File: config.mk
export PLATFORM = sky130hd
export DESIGN_NAME = key_debounce_press_hold_top
export DESIGN_NICKNAME = d
export VERILOG_FILES = /design/src/hw/rtl/kdph_pkg.sv /design/src/hw/rtl/kdph_key.sv /design/src/hw/rtl/key_debounce_press_hold_top.sv
export SDC_FILE = /design/constraint.sdc
export NUM_CORES = 1
export LEC_CHECK = 0
export BUFFER_PORTS_ARGS = -buffer_cell sky130_fd_sc_hd__clkbuf_2
export CAP_MARGIN = 5
export CORE_MARGIN = 2
export CORE_UTILIZATION = 40
export DETAILED_ROUTE_END_ITERATION = 6
export MAX_ROUTING_LAYER = met4
export PLACE_DENSITY = 0.62
export SLEW_MARGIN = 30
export SYNTH_ARGS = -nofsm -noshare
export SYNTH_HDL_FRONTEND = slang
export SYNTH_SLANG_ARGS = --single-unit
File: constraint.sdc
create_clock -name clk -period 10.56 [get_ports clk]
set_input_delay 1.584 -clock clk [delete_from_list [all_inputs] [get_ports clk]]
set_output_delay 1.584 -clock clk [all_outputs]
set_load 0.01 [all_outputs]
File: src/hw/rtl/kdph_pkg.sv
`timescale 1ns / 1ps

package kdph_pkg;

  // Fixed field widths
  localparam int RAW_W      = 3;
  localparam int PRESS_W    = 7;
  localparam int REL_W      = 8;
  localparam int HOLD_W     = 16;
  localparam int INTEG_W    = 8;
  localparam int CFG_IDX_W  = 2;
  localparam int CFG_DATA_W = 16;

  // Default key count
  localparam int KEYS_DEF = 3;

  // Register reset values
  localparam logic        [PRESS_W-1:0] PRESS_LIMIT_RST   = 7'd20;
  localparam logic signed [REL_W-1:0]   RELEASE_LIMIT_RST = -8'sd20;
  localparam logic        [HOLD_W-1:0]  HOLD_TICKS_RST    = 16'd2000;

  // Configuration register indexes
  typedef enum logic [CFG_IDX_W-1:0] {
    CFG_PRESS_LIMIT   = 2'd0,
    CFG_RELEASE_LIMIT = 2'd1,
    CFG_HOLD_TICKS    = 2'd2
  } cfg_idx_t;

  // Per-key result of one scan tick
  typedef struct packed {
    logic pressed;
    logic short_press;
    logic hold;
    logic active;
  } key_evt_t;

endpackage

File: src/hw/rtl/kdph_key.sv
`timescale 1ns / 1ps

module kdph_key
  import kdph_pkg::*;
(
  input  logic                      clk,
  input  logic                      rst_n,
  input  logic                      en,
  input  logic                      down,
  input  logic        [PRESS_W-1:0] press_limit,
  input  logic signed [REL_W-1:0]   release_limit,
  input  logic        [HOLD_W-1:0]  hold_ticks,
  output key_evt_t                  evt
);

  logic signed [INTEG_W-1:0] integ_r, integ_nxt;
  logic                      pressed_r, pressed_nxt;
  logic        [HOLD_W-1:0]  timer_r, timer_nxt;
  logic                      fired_r, fired_nxt;

  logic signed [INTEG_W:0]   sum;
  logic signed [INTEG_W:0]   press_ext;
  logic signed [INTEG_W:0]   rel_ext;
  logic        [HOLD_W-1:0]  timer_inc;

  assign press_ext = $signed({2'b00, press_limit});
  assign rel_ext   = $signed({release_limit[REL_W-1], release_limit});
  assign sum       = $signed({integ_r[INTEG_W-1], integ_r})
                   + (down ? 9'sd1 : -9'sd1);
  // Saturate rather than wrap
  assign timer_inc = (timer_r == {HOLD_W{1'b1}}) ? timer_r : timer_r + 1'b1;

  always_comb begin
    integ_nxt       = integ_r;
    pressed_nxt     = pressed_r;
    timer_nxt       = timer_r;
    fired_nxt       = fired_r;
    evt.short_press = 1'b0;
    evt.hold        = 1'b0;
    evt.active      = 1'b0;

    // Integrate and clamp; press test first so overlapping limits never bounce
    if (sum >= press_ext) begin
      integ_nxt   = $signed({1'b0, press_limit});
      pressed_nxt = 1'b1;
      evt.active  = 1'b1;
    end else if (sum <= rel_ext) begin
      integ_nxt   = release_limit;
      pressed_nxt = 1'b0;
    end else begin
      integ_nxt  = sum[INTEG_W-1:0];
      evt.active = 1'b1;
    end

    if (pressed_nxt && !pressed_r) begin
      timer_nxt = '0;
      fired_nxt = 1'b0;
    end else if (pressed_nxt) begin
      if (timer_inc >= hold_ticks) begin
        timer_nxt = '0;
        fired_nxt = 1'b1;
        evt.hold  = 1'b1;
      end else begin
        timer_nxt = timer_inc;
      end
    end else if (pressed_r) begin
      evt.short_press = !fired_r;
    end

    evt.pressed = pressed_nxt;
  end

  always_ff @(posedge clk) begin
    if (!rst_n) begin
      integ_r   <= '0;
      pressed_r <= 1'b0;
      timer_r   <= '0;
      fired_r   <= 1'b0;
    end else if (en) begin
      integ_r   <= integ_nxt;
      pressed_r <= pressed_nxt;
      timer_r   <= timer_nxt;
      fired_r   <= fired_nxt;
    end
  end

endmodule

File: src/hw/rtl/key_debounce_press_hold_top.sv
`timescale 1ns / 1ps

// Channel  Ports                                    Direction  Transfer when
// in       in_valid, in_stall, in_raw_levels        sink       in_valid && !in_stall
// out      out_valid, out_stall, out_*_mask,        source     out_valid && !out_stall
//          out_any_active
// cfg      cfg_wr_en, cfg_index, cfg_data           sink       cfg_wr_en
//
// One scan tick is taken every cycle unless in is stalled; its result goes
// through the input register, then the per-key update into the result
// register, from which it can transfer out.
// Throughput is bounded only by the result register being drained.
// Reset (rst_n low, synchronous) clears all key state and loads default limits.
// A stall on out holds the result register and back-pressures in only once
// both the input and result registers are full.

module key_debounce_press_hold_top
  import kdph_pkg::*;
#(
  parameter int KEYS = KEYS_DEF
) (
  input  logic                  clk,
  input  logic                  rst_n,

  input  logic                  in_valid,
  output logic                  in_stall,
  input  logic [RAW_W-1:0]      in_raw_levels,

  output logic                  out_valid,
  input  logic                  out_stall,
  output logic [RAW_W-1:0]      out_pressed_mask,
  output logic [RAW_W-1:0]      out_short_press_mask,
  output logic [RAW_W-1:0]      out_hold_mask,
  output logic                  out_any_active,

  input  logic                  cfg_wr_en,
  input  logic [CFG_IDX_W-1:0]  cfg_index,
  input  logic [CFG_DATA_W-1:0] cfg_data
);

  // Configuration registers
  logic        [PRESS_W-1:0] press_limit_r;
  logic signed [REL_W-1:0]   release_limit_r;
  logic        [HOLD_W-1:0]  hold_ticks_r;

  always_ff @(posedge clk) begin
    if (!rst_n) begin
      press_limit_r   <= PRESS_LIMIT_RST;
      release_limit_r <= RELEASE_LIMIT_RST;
      hold_ticks_r    <= HOLD_TICKS_RST;
    end else if (cfg_wr_en) begin
      case (cfg_idx_t'(cfg_index))
        CFG_PRESS_LIMIT:   press_limit_r   <= cfg_data[PRESS_W-1:0];
        CFG_RELEASE_LIMIT: release_limit_r <= $signed(cfg_data[REL_W-1:0]);
        CFG_HOLD_TICKS:    hold_ticks_r    <= cfg_data[HOLD_W-1:0];
        default: ; // unmapped index: drop the write
      endcase
    end
  end

  // Input register
  logic             in_valid_r;
  logic [RAW_W-1:0] raw_r;
  logic             res_ready;
  logic             in_xfer;
  logic             tick;

  assign res_ready = !out_valid || !out_stall;
  assign in_stall  = in_valid_r && !res_ready;
  assign in_xfer   = in_valid && !in_stall;
  // Advance the held scan tick into the keys and the result register
  assign tick      = in_valid_r && res_ready;

  always_ff @(posedge clk) begin
    if (!rst_n) begin
      in_valid_r <= 1'b0;
    end else if (!in_valid_r || res_ready) begin
      in_valid_r <= in_valid;
    end
  end

  always_ff @(posedge clk) begin
    if (in_xfer) begin
      raw_r <= in_raw_levels;
    end
  end

  // Per-key debouncers
  key_evt_t         evt   [KEYS];
  logic [KEYS-1:0]  act_vec;
  logic [RAW_W-1:0] pmask_nxt, smask_nxt, hmask_nxt;

  for (genvar k = 0; k < KEYS; k++) begin : g_key
    logic down;
    // Keys beyond the input field always see a low line, i.e. held down
    if (k < RAW_W) begin : g_wired
      assign down = !raw_r[k];
    end else begin : g_unwired
      assign down = 1'b1;
    end

    kdph_key u_key (
      .clk           (clk),
      .rst_n         (rst_n),
      .en            (tick),
      .down          (down),
      .press_limit   (press_limit_r),
      .release_limit (release_limit_r),
      .hold_ticks    (hold_ticks_r),
      .evt           (evt[k])
    );

    assign act_vec[k] = evt[k].active;
  end

  // Masks carry only the keys that fit the output field
  for (genvar j = 0; j < RAW_W; j++) begin : g_mask
    if (j < KEYS) begin : g_live
      assign pmask_nxt[j] = evt[j].pressed;
      assign smask_nxt[j] = evt[j].short_press;
      assign hmask_nxt[j] = evt[j].hold;
    end else begin : g_dead
      assign pmask_nxt[j] = 1'b0;
      assign smask_nxt[j] = 1'b0;
      assign hmask_nxt[j] = 1'b0;
    end
  end

  // Result register
  logic             out_valid_r;
  logic [RAW_W-1:0] pmask_r, smask_r, hmask_r;
  logic             active_r;

  always_ff @(posedge clk) begin
    if (!rst_n) begin
      out_valid_r <= 1'b0;
    end else if (tick) begin
      out_valid_r <= 1'b1;
    end else if (!out_stall) begin
      out_valid_r <= 1'b0;
    end
  end

  always_ff @(posedge clk) begin
    if (tick) begin
      pmask_r  <= pmask_nxt;
      smask_r  <= smask_nxt;
      hmask_r  <= hmask_nxt;
      active_r <= |act_vec;
    end
  end

  assign out_valid            = out_valid_r;
  assign out_pressed_mask     = pmask_r;
  assign out_short_press_mask = smask_r;
  assign out_hold_mask        = hmask_r;
  assign out_any_active       = active_r;

endmodule

* Word-level counts from Yosys, hierarchy flattened
Index checks and enable logic that the tools add are counted.
** Word-level totals
- Word-level logic and storage cells :: 142
- Bits in writable memories :: 0
- Bits of input ports :: 26
- Output and inout port bits :: 12
- Latch bits :: 0
- Flip-flop bits (word level) :: 124
- ROM bits :: 0
- Memories :: 0
** Operators by class
- Reductions and logical operators :: 42
- Add/sub/neg operators :: 6
- Multiply operators :: 0
- Order comparisons :: 9
- Shift-type cells :: 0
- Div/mod/pow operators :: 0
- Multiplexer cells :: 47
- Equality and inequality tests :: 6
- Bitwise operators :: 6
** Operators with widths (number)
- 16-bit 2-to-1 mux :: 12
- 16-bit by 1-bit adder with 16-bit output (second input constant) :: 3
- 16-bit == test (second input constant) :: 3
- 16-bit >= comparator :: 3
- 8-bit 2-to-1 mux :: 6
- 8-bit by 9-bit adder with 9-bit output :: 3
- 9-bit by 8-bit >= comparator with 1-bit output :: 3
- 9-bit by 8-bit <= comparator with 1-bit output :: 3
- 9-bit 2-to-1 mux :: 3
- 1-bit 2-to-1 mux :: 26
- 2-bit AND reduction :: 6
- 2-bit nonzero test :: 6
- 3-bit OR reduction :: 4
- 1-bit logical NOT :: 11
- 3-bit AND reduction :: 3
- 1-bit logical AND :: 6
- 1-bit NOT :: 6
- 2-bit OR reduction :: 3
- 2-bit by 1-bit == test with 1-bit output (second input constant) :: 1
- 2-bit == test (second input constant) :: 1
- 2-bit logical NOT :: 1
- 1-bit logical OR :: 2
- 2-bit by 1-bit != test with 1-bit output (second input constant) :: 1

* Longest topological paths before layout
Gate-level depths: netlist of run 1.
- Depth after elaboration :: 8
- Mapped depth :: 18
- Depth with buffers taken out :: 16

* Modules after synthesis
Synthesis of run 1 repeated with hierarchy kept, for this count alone.
** Unflattened totals
- Cell total of the unflattened synthesis :: 1131
- Area total of the unflattened synthesis :: 9724.3 µm²
** Modules (own cells, without submodules)
- kdph_key (g_key[1].u_key ...) :: cells each 330, instances 2, seq. area each 520.5 µm², area an instance 2658.8 µm²
- kdph_key (g_key[0].u_key) :: cells each 315, instances 1, seq. area each 520.5 µm², area an instance 2625.0 µm²
- key_debounce_press_hold_top :: cells each 156, instances 1, seq. area each 1051.0 µm², area an instance 1781.7 µm²

* Least setup slack after synthesis of run 1
Ideal clock, no wire load.
- Kind :: register to register
- Start :: reg g_key[0].u_key.timer_r[0]
- End :: reg g_key[0].u_key.timer_r[13]
- Cell stages (with the launch flop) :: 18
- Slack :: 6.862 ns
- Buffers on the path :: 2
- Period minus slack after synthesis :: 3.698 ns
- Library setup time :: 0.079 ns
- Required time :: 10.481 ns
- Arrival time :: 3.618 ns
- Path through :: dfxtp_1 -> ha_1 -> nand2_1 -> or4_1 -> nor2_1 -> or2_2 -> buf_2 -> nor3_1 -> or2_1 -> ha_1 -> o21ai_0 -> o22ai_1 -> o221ai_1 -> a21oi_1 -> nor4_2 -> clkbuf_1 -> o211ai_1 -> a22oi_1
** On the way
- Word-level cells in the longest chain between the ends :: 6
- Elaborated cells on any way between the ends :: 7
- Classes of those cells :: add/sub: 1; order compare: 1; eq/ne: 1; mux: 4
** Ends and longest elaborated chain
- start: declaration :: line kdph_key.sv:18 : logic [HOLD_W-1:0] timer_r, timer_nxt;
- start signal: assignment :: line kdph_key.sv:82 : timer_r <= timer_nxt;
- 16-bit by 1-bit adder with 16-bit output or 16-bit == test (tied branches) :: line kdph_key.sv:31 : assign timer_inc = (timer_r == {HOLD_W{1'b1}}) ? timer_r : timer_r + 1'b1;
- 16-bit 2-to-1 mux * :: line kdph_key.sv:31
- 16-bit >= comparator :: line kdph_key.sv:59 : if (timer_inc >= hold_ticks) begin
- 16-bit 2-to-1 mux * :: line kdph_key.sv:59
- 16-bit 2-to-1 mux * :: line kdph_key.sv:58 : end else if (pressed_nxt) begin
- 16-bit 2-to-1 mux * :: line kdph_key.sv:55 : if (pressed_nxt && !pressed_r) begin
Every way passes the cells marked *; elsewhere a longest branch is shown, timed or not. The select of a mux whose other input is x is not followed.
A chain may end at the register's enable or synchronous reset.

* Worst setup path after layout of run 1
- Start :: reg raw_r[1]
- End :: reg g_key[1].u_key.timer_r[1]
** On the way
- Word-level cells in the longest chain between the ends :: 8
- Elaborated cells on any way between the ends :: 10
- Classes of those cells :: add/sub: 1; order compare: 2; mux: 4; reduce/logical: 3
** Ends and longest elaborated chain
- start: declaration :: line key_debounce_press_hold_top.sv:63 : logic [RAW_W-1:0] raw_r;
- start signal: assignment :: line key_debounce_press_hold_top.sv:84 : raw_r <= in_raw_levels;
- 9-bit 2-to-1 mux * :: line kdph_key.sv:29 : + (down ? 9'sd1 : -9'sd1);
- 8-bit by 9-bit adder with 9-bit output * :: line kdph_key.sv:29
- 9-bit by 8-bit <= comparator with 1-bit output :: line kdph_key.sv:47 : end else if (sum <= rel_ext) begin
- 1-bit 2-to-1 mux :: line kdph_key.sv:47
- 1-bit 2-to-1 mux * :: line kdph_key.sv:43 : if (sum >= press_ext) begin
- 1-bit logical AND :: line kdph_key.sv:55
- 2-bit nonzero test (no source line)
- 2-bit AND reduction (no source line)
- end signal: assignment :: line kdph_key.sv:82
- end: declaration :: line kdph_key.sv:18
Every way passes the cells marked *; elsewhere a longest branch is shown, timed or not.

==> flow_summary.ini, run 1 <==
[outcome]
outcome = complete, no violations

[placed_design]
dp_cells = 1453
dpl_cell_area_um2 = 9850
pre_cts_slack_ps = 6210
dp_hpwl_um = 19100
gp_congestion = 0.872
io_buffers = 37

[die]
start_util = 0.404
rows = 56
die-area_um2 = 24800
core_um2 = 23300
die-height_um = 157
die_x_um = 157
io_pins = 38

[critical_path]
r2r_start = raw_r[1]
required_ps = 10880
r2r_end = g_key[1].u_key.timer_r[1]
criticalPathCategory = reg2reg
worstRegToRegCells = 15
arrival_ps = 4790
worst_setup_path_start_kind = register
crit_fanout = 19
r2r_slack_ps = 6090
worst_setup_path_end_kind = register

[clock_tree]
post_cts_buffers = 0
clockBufferDepth = 2
h-tree-depth = 4
cts_hold_buf = 0
ctsResizeCount = 0
clkTransAtPathRegs_ps = 60
numClockSinks = 124
root_buffer = clkbuf_16
cts_tree = done
insertion_delay_ps = 430
cts_buffers = 17

[sta]
hold_viol = 0
setup_tns_ps = 0
timing.fmax_mhz = 224
fin_crit_ps = 4470
worst_slew_pin_slew_ps = 976
finalSetupViolations = 0
rsz0062_at_grt = false
fin_skew_ps = 12.5
relSlewSlack = 0.345
finalCritPeriodShare = 0.424
whs_ps = 453
worst_slack_ps = 6090
maxSlewViolCount = 0

[logic_synthesis]
synthDistinctLibCells = 82
syn_inst = 1135
ys_warn_count = 0
ys_seq_elements = 124
synth-main-ff-cell = dfxtp_1
synth-edff-count = 13
mappedNetlistNets = 1284
syn_area_per_cell_um2 = 8.29
synth_area_um2 = 9410
async_flop_share = 0
synth-seq-area-share = 0.278

[detailed_routing]
drt_iter0_markers = 546
top_layer = met4
routedWlPerCell_um = 17.6
wl_um = 26100
drc_errors = 0
met1_length_um = 12300
first_pass_iters = 6
met3_length_um = 1520
dr_wl_met2_um = 11600
antenna_left = 0
avgViaCountPerCell = 5.74
num_vias = 8520

[grt]
grt_pass1_wl_um = 42100
track_usage = 0.222
grt_pass1_vias = 7948
grt_start_max_net_pins = 74
antenna_found_initial = 0
overflow = 0

[run]
cap_violations = 0

[hold_path]
hp-start = hold_ticks_r[5]
worstHoldPathCells = 2
hp-class = reg2reg
holdPathEnd = hold_ticks_r[5]

[power_and_ir_drop]
power_density_nw_per_um2 = 155
irDropWorstVdd_v = 0.000125
leakage_nw = 4.24

[final_layout]
finalNetCount = 1302
diodes = 0
drive_above_1_share = 0.100
final_cells = 1485
design_area_um2 = 10400
area_growth_pct = 10.9
==> critical path, stage by stage (launching register included) <==
cell and delay, ps:
edfxtp_1 540, inv_1 110, fa_1 460, nor2b_1 130
o21ai_1 90, a21boi_1 320, o21ai_0 120, a21oi_1 270
ha_1 310, nand3_1 140, nor2_1 60, a31oi_1 160
o31a_1 710, a31oi_1 280, and2_1 400, a22o_1 260
==> layout by cell type, fill, tap and decap left out, types with 13 or more instances in the layout <==
cell type / synthesis / final
o21ai_0: 30 / 30
mux2i_1: 20 / 20
nand4_1: 27 / 27
nand3_1: 67 / 67
ha_1: 120 / 120
nand2_1: 126 / 126
inv_1: 84 / 84
edfxtp_1: 13 / 13
a31oi_1: 14 / 14
dfxtp_1: 111 / 111
o211ai_1: 31 / 31
nor3_1: 25 / 24
o21a_1: 14 / 14
a22o_1: 13 / 13
clkbuf_16: 0 / 19
xnor2_1: 25 / 25
nor2_1: 82 / 82
o221ai_1: 16 / 16
a21oi_1: 56 / 56
clkbuf_2: 0 / 37
==> flip-flops by register name, indices dropped and copies added (netlist names) <==
| signal | flops |
|---|---|
| g_key.u_key.timer_r | 48 |
| g_key.u_key.integ_r | 24 |
| hold_ticks_r | 16 |
| release_limit_r | 8 |
| press_limit_r | 7 |
| g_key.u_key.fired_r | 3 |
| g_key.u_key.pressed_r | 3 |
| out_hold_mask | 3 |
| out_pressed_mask | 3 |
| out_short_press_mask | 3 |
| raw_r | 3 |
| in_valid_r | 1 |
| out_any_active | 1 |
| out_valid | 1 |
==> kinds of logic after synthesis <==
logic type,Yosys count,synth area share
adder cells (fa/ha/maj),123,0.166
flip-flops,124,0.278
XOR/XNOR,35,0.0334
buffers and inverters,130,0.0557
multiplexers,25,0.0273
AO/OA/AOI/OAI,287,0.223
AND/OR/NAND/NOR,411,0.217
==> through the flow <==
step,utilization,total power [W]
after floorplan,-,0.000904
after global placement,0.423,0.00102
after detailed placement,0.423,0.00103
after CTS,0.449,0.00162
after global routing,0.449,0.00170
final,0.449,0.00162
==> Yosys cell counts (5+ instances only) <==
master    number  area share
nor3b_1        5      0.0040
a211oi_1      10      0.0080
a31oi_1       14      0.0093
o22ai_1       12      0.0080
a311oi_1       5      0.0047
clkbuf_1      21      0.0084
ha_1         120        0.16
dfxtp_1      111        0.24
buf_2         14      0.0074
nor2_1        82       0.033
nor3_1        25       0.013
o21a_1        14       0.011
mux2_2         5      0.0060
mux2i_1       20       0.021
o211ai_1      31       0.025
nand2_1      126       0.050
a211o_1        5      0.0047
a22o_1        13       0.012
edfxtp_1      13       0.041
inv_1         84       0.034
buf_1          8      0.0032
o221ai_1      16       0.015
nor4_1         6      0.0040
nand3_1       67       0.036
and4_1         5      0.0047
o21ai_1       12      0.0064
a21o_1        10      0.0080
nand4_1       27       0.018
o21ai_0       30       0.016
xor2_1         9      0.0084
or2_2          7      0.0047
xnor2_1       25       0.023
a21oi_1       56       0.030
nor2b_1       11      0.0073
o311ai_0       9      0.0084
nand3b_1      10      0.0080
and3_1         8      0.0053
==> per-layer routing <==
layer,vias up,GRT usage
li1,4239,-
met4,0,0.0835
met1,3962,0.297
met2,271,0.339
met3,48,0.0341
met5,-,-
==> final cells by class <==
cell class                      instances  area, um2
Fill cell                            2360      12800
Multi-Input combinational cell        881       6280
Sequential cell                       124       2610
Clock buffer                           22        487
Tap cell                              319        399
Inverter                               84        315
Timing Repair Buffer                   45        245
Clock inverter                         10        101
==> how the worst max path moves through the flow <==
| stage | startpoint | end | slack (ps) |
|---|---|---|---|
| 2_1_floorplan | g_key[0].u_key.timer_r[0] | g_key[0].u_key.timer_r[13] | 6860 |
| 3_3_place_gp | g_key[0].u_key.timer_r[0] | g_key[0].u_key.timer_r[14] | 6260 |
| 3_5_place_dp | raw_r[1] | g_key[1].u_key.timer_r[11] | 6210 |
| 4_1_cts | raw_r[1] | g_key[1].u_key.timer_r[1] | 6170 |
| 5_1_grt | g_key[2].u_key.timer_r[4] | g_key[2].u_key.timer_r[7] | 5780 |
| 6_report | raw_r[1] | g_key[1].u_key.timer_r[1] | 6090 |
==> report_power, final <==
| group | internal (W) | total, W | leakage (nW) | switching, W |
|---|---|---|---|---|
| Sequential | 0.000501 | 0.000523 | 1.02 | 0.0000216 |
| Combinational | 0.000184 | 0.000500 | 2.93 | 0.000316 |
| Clock | 0.000355 | 0.000595 | 0.286 | 0.000240 |
| Total | 0.00104 | 0.00162 | 4.24 | 0.000578 |
(Power assumes the default switching activity.)
==> inputs of run 2 (changes only) <==
ABC_AREA = 1   (was default)
PLACE_DENSITY = 0.64   (was 0.62)
clock period = 3.7 ns   (was 10.56 ns; I/O delays follow)
==> run 2 against run 1 <==
Compared with the run above: the flow now finishes with violations (design-rule violations); register-to-register slack worse by 5900 ps; synthesized area grew 13%; clock skew barely moved; first-iteration DRC count rose by 29%; clock power rose to 3.1 times the previous value; critical path depth rose by 4; highest routed layer unchanged.
==> flow_summary.ini, run 2 <==
[outcome]
outcome = complete, but fails checks
violations = design-rule violations

[grt]
track_usage = 0.221
overflow = 0
grt_pass1_wl_um = 48800
grt_start_max_net_pins = 82
grt_pass1_vias = 9773
antenna_found_initial = 0

[die]
die-height_um = 167
die_x_um = 167
die-area_um2 = 28000
core_um2 = 26100
rows = 59
io_pins = 38
start_util = 0.408

[sta]
maxSlewViolCount = 0
timing.fmax_mhz = 287
setup_tns_ps = 0
finalCritPeriodShare = 0.941
worst_slew_pin_slew_ps = 900
finalSetupViolations = 0
fin_crit_ps = 3480
fin_skew_ps = 12.2
hold_viol = 0
relSlewSlack = 0.400
whs_ps = 296

[critical_path]
crit_chain = buf_4, ha_2, nand3_1, nand2_1, nand2_1, o21ai_0, xor2_1, ha_1, nand2_1, inv_1, and3_1, a21oi_1, nand3_4, nand2_4, nand2_4, nand2_8, nand2_1, nand2_1, nor2_1
criticalPathCategory = reg2reg
worst_path_most_repeated_cell = nand2_1
worst_setup_path_end_kind = register
crit_fanout = 17
required_ps = 4010
critPathMaxStageDelay_ps = 390
crit_path_top_delay_cell = edfxtp_1
worst_setup_path_start_kind = register
arrival_ps = 3800
worstRegToRegCells = 19

[detailed_routing]
wl_um = 30100
routedWlPerCell_um = 14.4
antenna_left = 0
avgViaCountPerCell = 5.09
num_vias = 10614
first_pass_iters = 7
drt_iter0_markers = 706
drc_errors = 3

[logic_synthesis]
async_flop_share = 0
synth-edff-count = 13
mappedNetlistNets = 1838
synth-seq-area-share = 0.245
yosys-top-cells-area = dfxtp_1 (21%), nand2_1 (16%), ha_1 (14%)
yosys-top-cells-count = nand2_1 (443), inv_1 (272), nor2_1 (185)
synth-main-ff-cell = dfxtp_1
ys_seq_elements = 124
synth.top_cell.area_share = 0.208
syn_area_per_cell_um2 = 6.32
ys_warn_count = 0
synth_area_um2 = 10700
post-synth-top-count-cell = nand2_1
synth_top_area_cell = dfxtp_1
syn_inst = 1689
synthDistinctLibCells = 41

[clock_tree]
cts_hold_buf = 0
clockBufferDepth = 2
cts_buffers = 17
clkTransAtPathRegs_ps = 60
insertion_delay_ps = 430
root_buffer = clkbuf_16
h-tree-depth = 4
numClockSinks = 124
cts_tree = done

[final_layout]
fillers = 2731
reg_top3 = g_key.u_key.timer_r: 48 flops, g_key.u_key.integ_r: 24 flops, hold_ticks_r: 16 flops
diodes = 0
final_cell_mix = nand2_1 (443), inv_1 (271), nor2_1 (184)
largest_register_ffs = 48
final_cells = 2087
finalNetCount = 1888
design_area_um2 = 12000
top_register = g_key.u_key.timer_r
mostFrequentLayoutCell = nand2_1
drive_above_1_share = 0.0799
area_growth_pct = 12.8

[placed_design]
io_buffers = 37
dp_cells = 2050
dpl_cell_area_um2 = 11300
gp_congestion = 0.911
dp_hpwl_um = 22000

[power_and_ir_drop]
switchingPower_w = 0.00239
leakage_nw = 6.52
power_density_nw_per_um2 = 488
irDropWorstVdd_v = 0.000338
p_seq_frac = 0.275
p_int_w = 0.00348
p_comb_frac = 0.414
power_frac_clock = 0.312
swShare = 0.408

[run]
cap_violations = 0

[hold_path]
worstHoldPathCells = 1
hp-class = in2reg
-- run 2: layout make-up --
class                      count  area [um2]  area share
clock inverter                10         123      0.0102
inverter                     275        1030      0.0858
sequential                   124        2610       0.217
multi-input combinational   1251        6890       0.572
clock buffer                  22         517      0.0429
timing repair buffer          70         445      0.0370
tap                          335         419      0.0348
-- run 2: cell families (layout without fill, tap and decap cells) --
family | count (synthesis) | count (layout) | synth area share
xor gates and xnor gates | 27 | 27 | 0.0222
adders and majority gates | 123 | 123 | 0.146
AOI/OAI and AO/OA | 238 | 238 | 0.119
DFF | 124 | 124 | 0.245
and+or+nand+nor | 862 | 863 | 0.351
buffers and inverters | 315 | 377 | 0.116
-- run 2: power groups by stage --
stage                     Clock (W)  Combinational, W  Sequential, W
after floorplan                   0           0.00178        0.00161
after global placement            0           0.00231        0.00164
after detailed placement          0           0.00235        0.00164
after CTS                   0.00185           0.00236        0.00161
after global routing        0.00191           0.00277        0.00163
final                       0.00183           0.00243        0.00161
-- run 2: final timing paths --
kind	to	start	slack [ps]
worst max-delay path	g_key[1].u_key.timer_r[1]	raw_r[1]	220
worst min-delay path	raw_r[0]	in_raw_levels[0]	300
worst max register to register	g_key[1].u_key.timer_r[1]	raw_r[1]	220
worst min register to register	g_key[0].u_key.fired_r	g_key[0].u_key.fired_r	450
-- run 2: metal layers --
layer / wire length [um] / track usage / vias to the layer above
met4: 438 / 0.0594 / 0
met1: 14800 / 0.304 / 4769
met3: 1460 / 0.0267 / 31
met2: 13300 / 0.342 / 272
met5: 0 / - / -
li1: - / - / 5542
-- run 2: per-stage QoR --
stage | util | total power [W] | worst slack [ps]
3_5_place_dp | 0.432 | 0.00399 | 86.5
6_report | 0.461 | 0.00587 | 218
2_1_floorplan | - | 0.00339 | 394
5_1_grt | 0.461 | 0.00631 | -44.8
4_1_cts | 0.457 | 0.00582 | 89.5
3_3_place_gp | 0.432 | 0.00395 | 253
-- run 2: what timing repair did --
item                                   in CTS  in global routing
resized for setup                           0                 12
setup buffers                               0                  4
setup endpoints to repair                   0                 52
endpoints found under the hold margin       0                  0
-- run 2: worst max-delay path, delay by kind of cell, from the launching register on --
family / cells / cell delay (ps)
and+or+nand+nor: 12 / 1330
adders and majority gates: 2 / 680
AOI/OAI and AO/OA: 2 / 420
DFF: 1 / 390
xor gates and xnor gates: 1 / 320
buffers and inverters: 2 / 220
==> inputs of run 3 (changes only) <==
clock period = 2.95 ns   (was 3.7 ns; I/O delays follow)
==> run 3 against run 2 <==
Compared with the run above: the run ends with design-rule violations, negative setup slack left; flip-flop and latch count did not move; wire length rose by 15%; worst hold slack got worse by 110 ps; clock power rose by 32%; via count rose by 11%; utilization rose by 10 points; fmax rose by 8.7%; die area did not move; total power rose by 56%; critical endpoint is now g_key[1].u_key.timer_r[7]; largest cell class unchanged; highest routed layer unchanged.
==> flow_summary.ini, run 3 (synthesis results as in run 2) <==
[grt]
grt_start_max_net_pins = 72
grt_pass1_wl_um = 53300
antenna_found_initial = 0
overflow = 0
track_usage = 0.242
grt_pass1_vias = 10806

[critical_path]
path_buf_inv = 4
worst_setup_path_end_kind = register
crit_path_top_delay_cell = edfxtp_1
cpLargestDelayFamily = simple AND/OR/NAND/NOR gates
criticalPathCategory = reg2reg
critPathMaxStageDelay_ps = 510
worst_setup_path_start_kind = register
required_ps = 3280
crit_chain = buf_6, ha_4, a21oi_2, nand2_2, buf_4, xor2_2, buf_4, ha_4, nand2_2, nor2_4, nand2_1, nand2_1, nand2_2, nand2_2, nand2_4, nand2_4, nand2_4, nand2_8, buf_12, nand2_8, a21oi_2, nor2_1
crit_fanout = 8
worst_path_most_repeated_cell = nand2_2
arrival_ps = 3530

[clock_tree]
clockBufferDepth = 2
h-tree-depth = 4
clkTransAtPathRegs_ps = 60
numClockSinks = 124
insertion_delay_ps = 430
root_buffer = clkbuf_16
cts_buffers = 17
cts_tree = done

[outcome]
outcome = complete, but fails checks
violations = design-rule violations, negative setup slack

[detailed_routing]
first_pass_iters = 7
drc_errors = 2
avgViaCountPerCell = 5.26
drt_iter0_markers = 1094
routedWlPerCell_um = 15.5
wl_um = 34600
antenna_left = 0
num_vias = 11764

[sta]
hold_viol = 0
setup_tns_ps = -9520
rsz0062_at_grt = true
finalCritPeriodShare = 1.09
relSlewSlack = 0.227
maxSlewViolCount = 0
worst_slack_ps = -254
finalSetupViolations = 70
whs_ps = 183
fin_crit_ps = 3200
worst_slew_pin_slew_ps = 1160
timing.fmax_mhz = 312
fin_skew_ps = 9.32

[placed_design]
dp_hpwl_um = 23200
gp_congestion = 0.952
dp_cells = 2180
io_buffers = 37

[power_and_ir_drop]
power_density_nw_per_um2 = 621
p_total_w = 0.00915
leakage_nw = 7.47
irDropWorstVdd_v = 0.000407

[run]
cap_violations = 0

[final_layout]
diodes = 0
top_register = g_key.u_key.timer_r
largest_register_ffs = 48
finalNetCount = 2037
reg_top3 = g_key.u_key.timer_r: 48 flops, g_key.u_key.integ_r: 24 flops, hold_ticks_r: 16 flops
final_cell_mix = nand2_1 (353), inv_1 (261), nor2_1 (171)
drive_above_1_share = 0.282
area_growth_pct = 38.1
final_cells = 2236
mostFrequentLayoutCell = nand2_1

[die]
die_x_um = 167
io_pins = 38
start_util = 0.408
rows = 59
core_um2 = 26100
die-area_um2 = 28000
die-height_um = 167

[hold_path]
hp-class = in2reg
==> run 3: worst register-to-register path: cells and delay by family (launching register included) <==
| family | cells | cell delay [ps] |
|---|---|---|
| compound gates | 2 | 350 |
| xor+xnor | 1 | 160 |
| fa+ha+maj | 2 | 490 |
| buf+inv | 4 | 620 |
| flops | 1 | 510 |
| simple gates | 13 | 980 |
==> run 3: per-stage QoR <==
| step | setup WS, ps | cell area (um2) | util |
|---|---|---|---|
| CTS | -166 | 13900 | 0.530 |
| detailed placement | -340 | 12400 | 0.476 |
| global route | -400 | 14700 | 0.564 |
| floorplan | -56.9 | 10800 | - |
| global placement | -232 | 12400 | 0.476 |
| finish | -254 | 14700 | 0.564 |
==> run 3: path summary, 6_finish.rpt <==
| path | from | cells after the start | slack, ps | end |
|---|---|---|---|---|
| setup / recovery | raw_r[1] | 22 | -250 | g_key[1].u_key.timer_r[7] |
| hold / removal | in_raw_levels[0] | 1 | 180 | raw_r[0] |
| setup reg to reg | raw_r[1] | 22 | -250 | g_key[1].u_key.timer_r[7] |
| hold reg to reg | g_key[1].u_key.integ_r[7] | 2 | 470 | g_key[1].u_key.integ_r[7] |
==> run 3: what timing repair did <==
| item | CTS | global route |
|---|---|---|
| endpoints found under the setup margin | 87 | 88 |
| hold buffers | 0 | 0 |
| gates cloned | 6 | 2 |
| pin swaps | 39 | 75 |
| gates resized for setup | 120 | 176 |
| buffers inserted | 7 | 13 |
==> run 3: layer usage <==
layer / vias to the layer above / share of wire / global-route usage / routed length (um)
met2: 376 / 0.47 / 0.397 / 16200
li1: 5871 / - / - / -
met5: - / 0 / - / 0
met4: 0 / 0.033 / 0.0922 / 1150
met3: 83 / 0.055 / 0.0312 / 1920
met1: 5434 / 0.44 / 0.305 / 15400
==> run 3: power breakdown <==
group	internal, W	switching [W]	total (W)
clock network	0.00150	0.000923	0.00242
logic	0.00201	0.00270	0.00470
registers	0.00188	0.000138	0.00202
total	0.00539	0.00376	0.00915
==> run 3: area by class of cell <==
cell class,count,area (um2)
clock buffers,23,553
inverters,275,1030
clock inverters,9,115
repair buffers,213,1740
multi-input cells,1257,8270
well taps,335,419
fillers,2405,11400
flip-flops and latches,124,2610
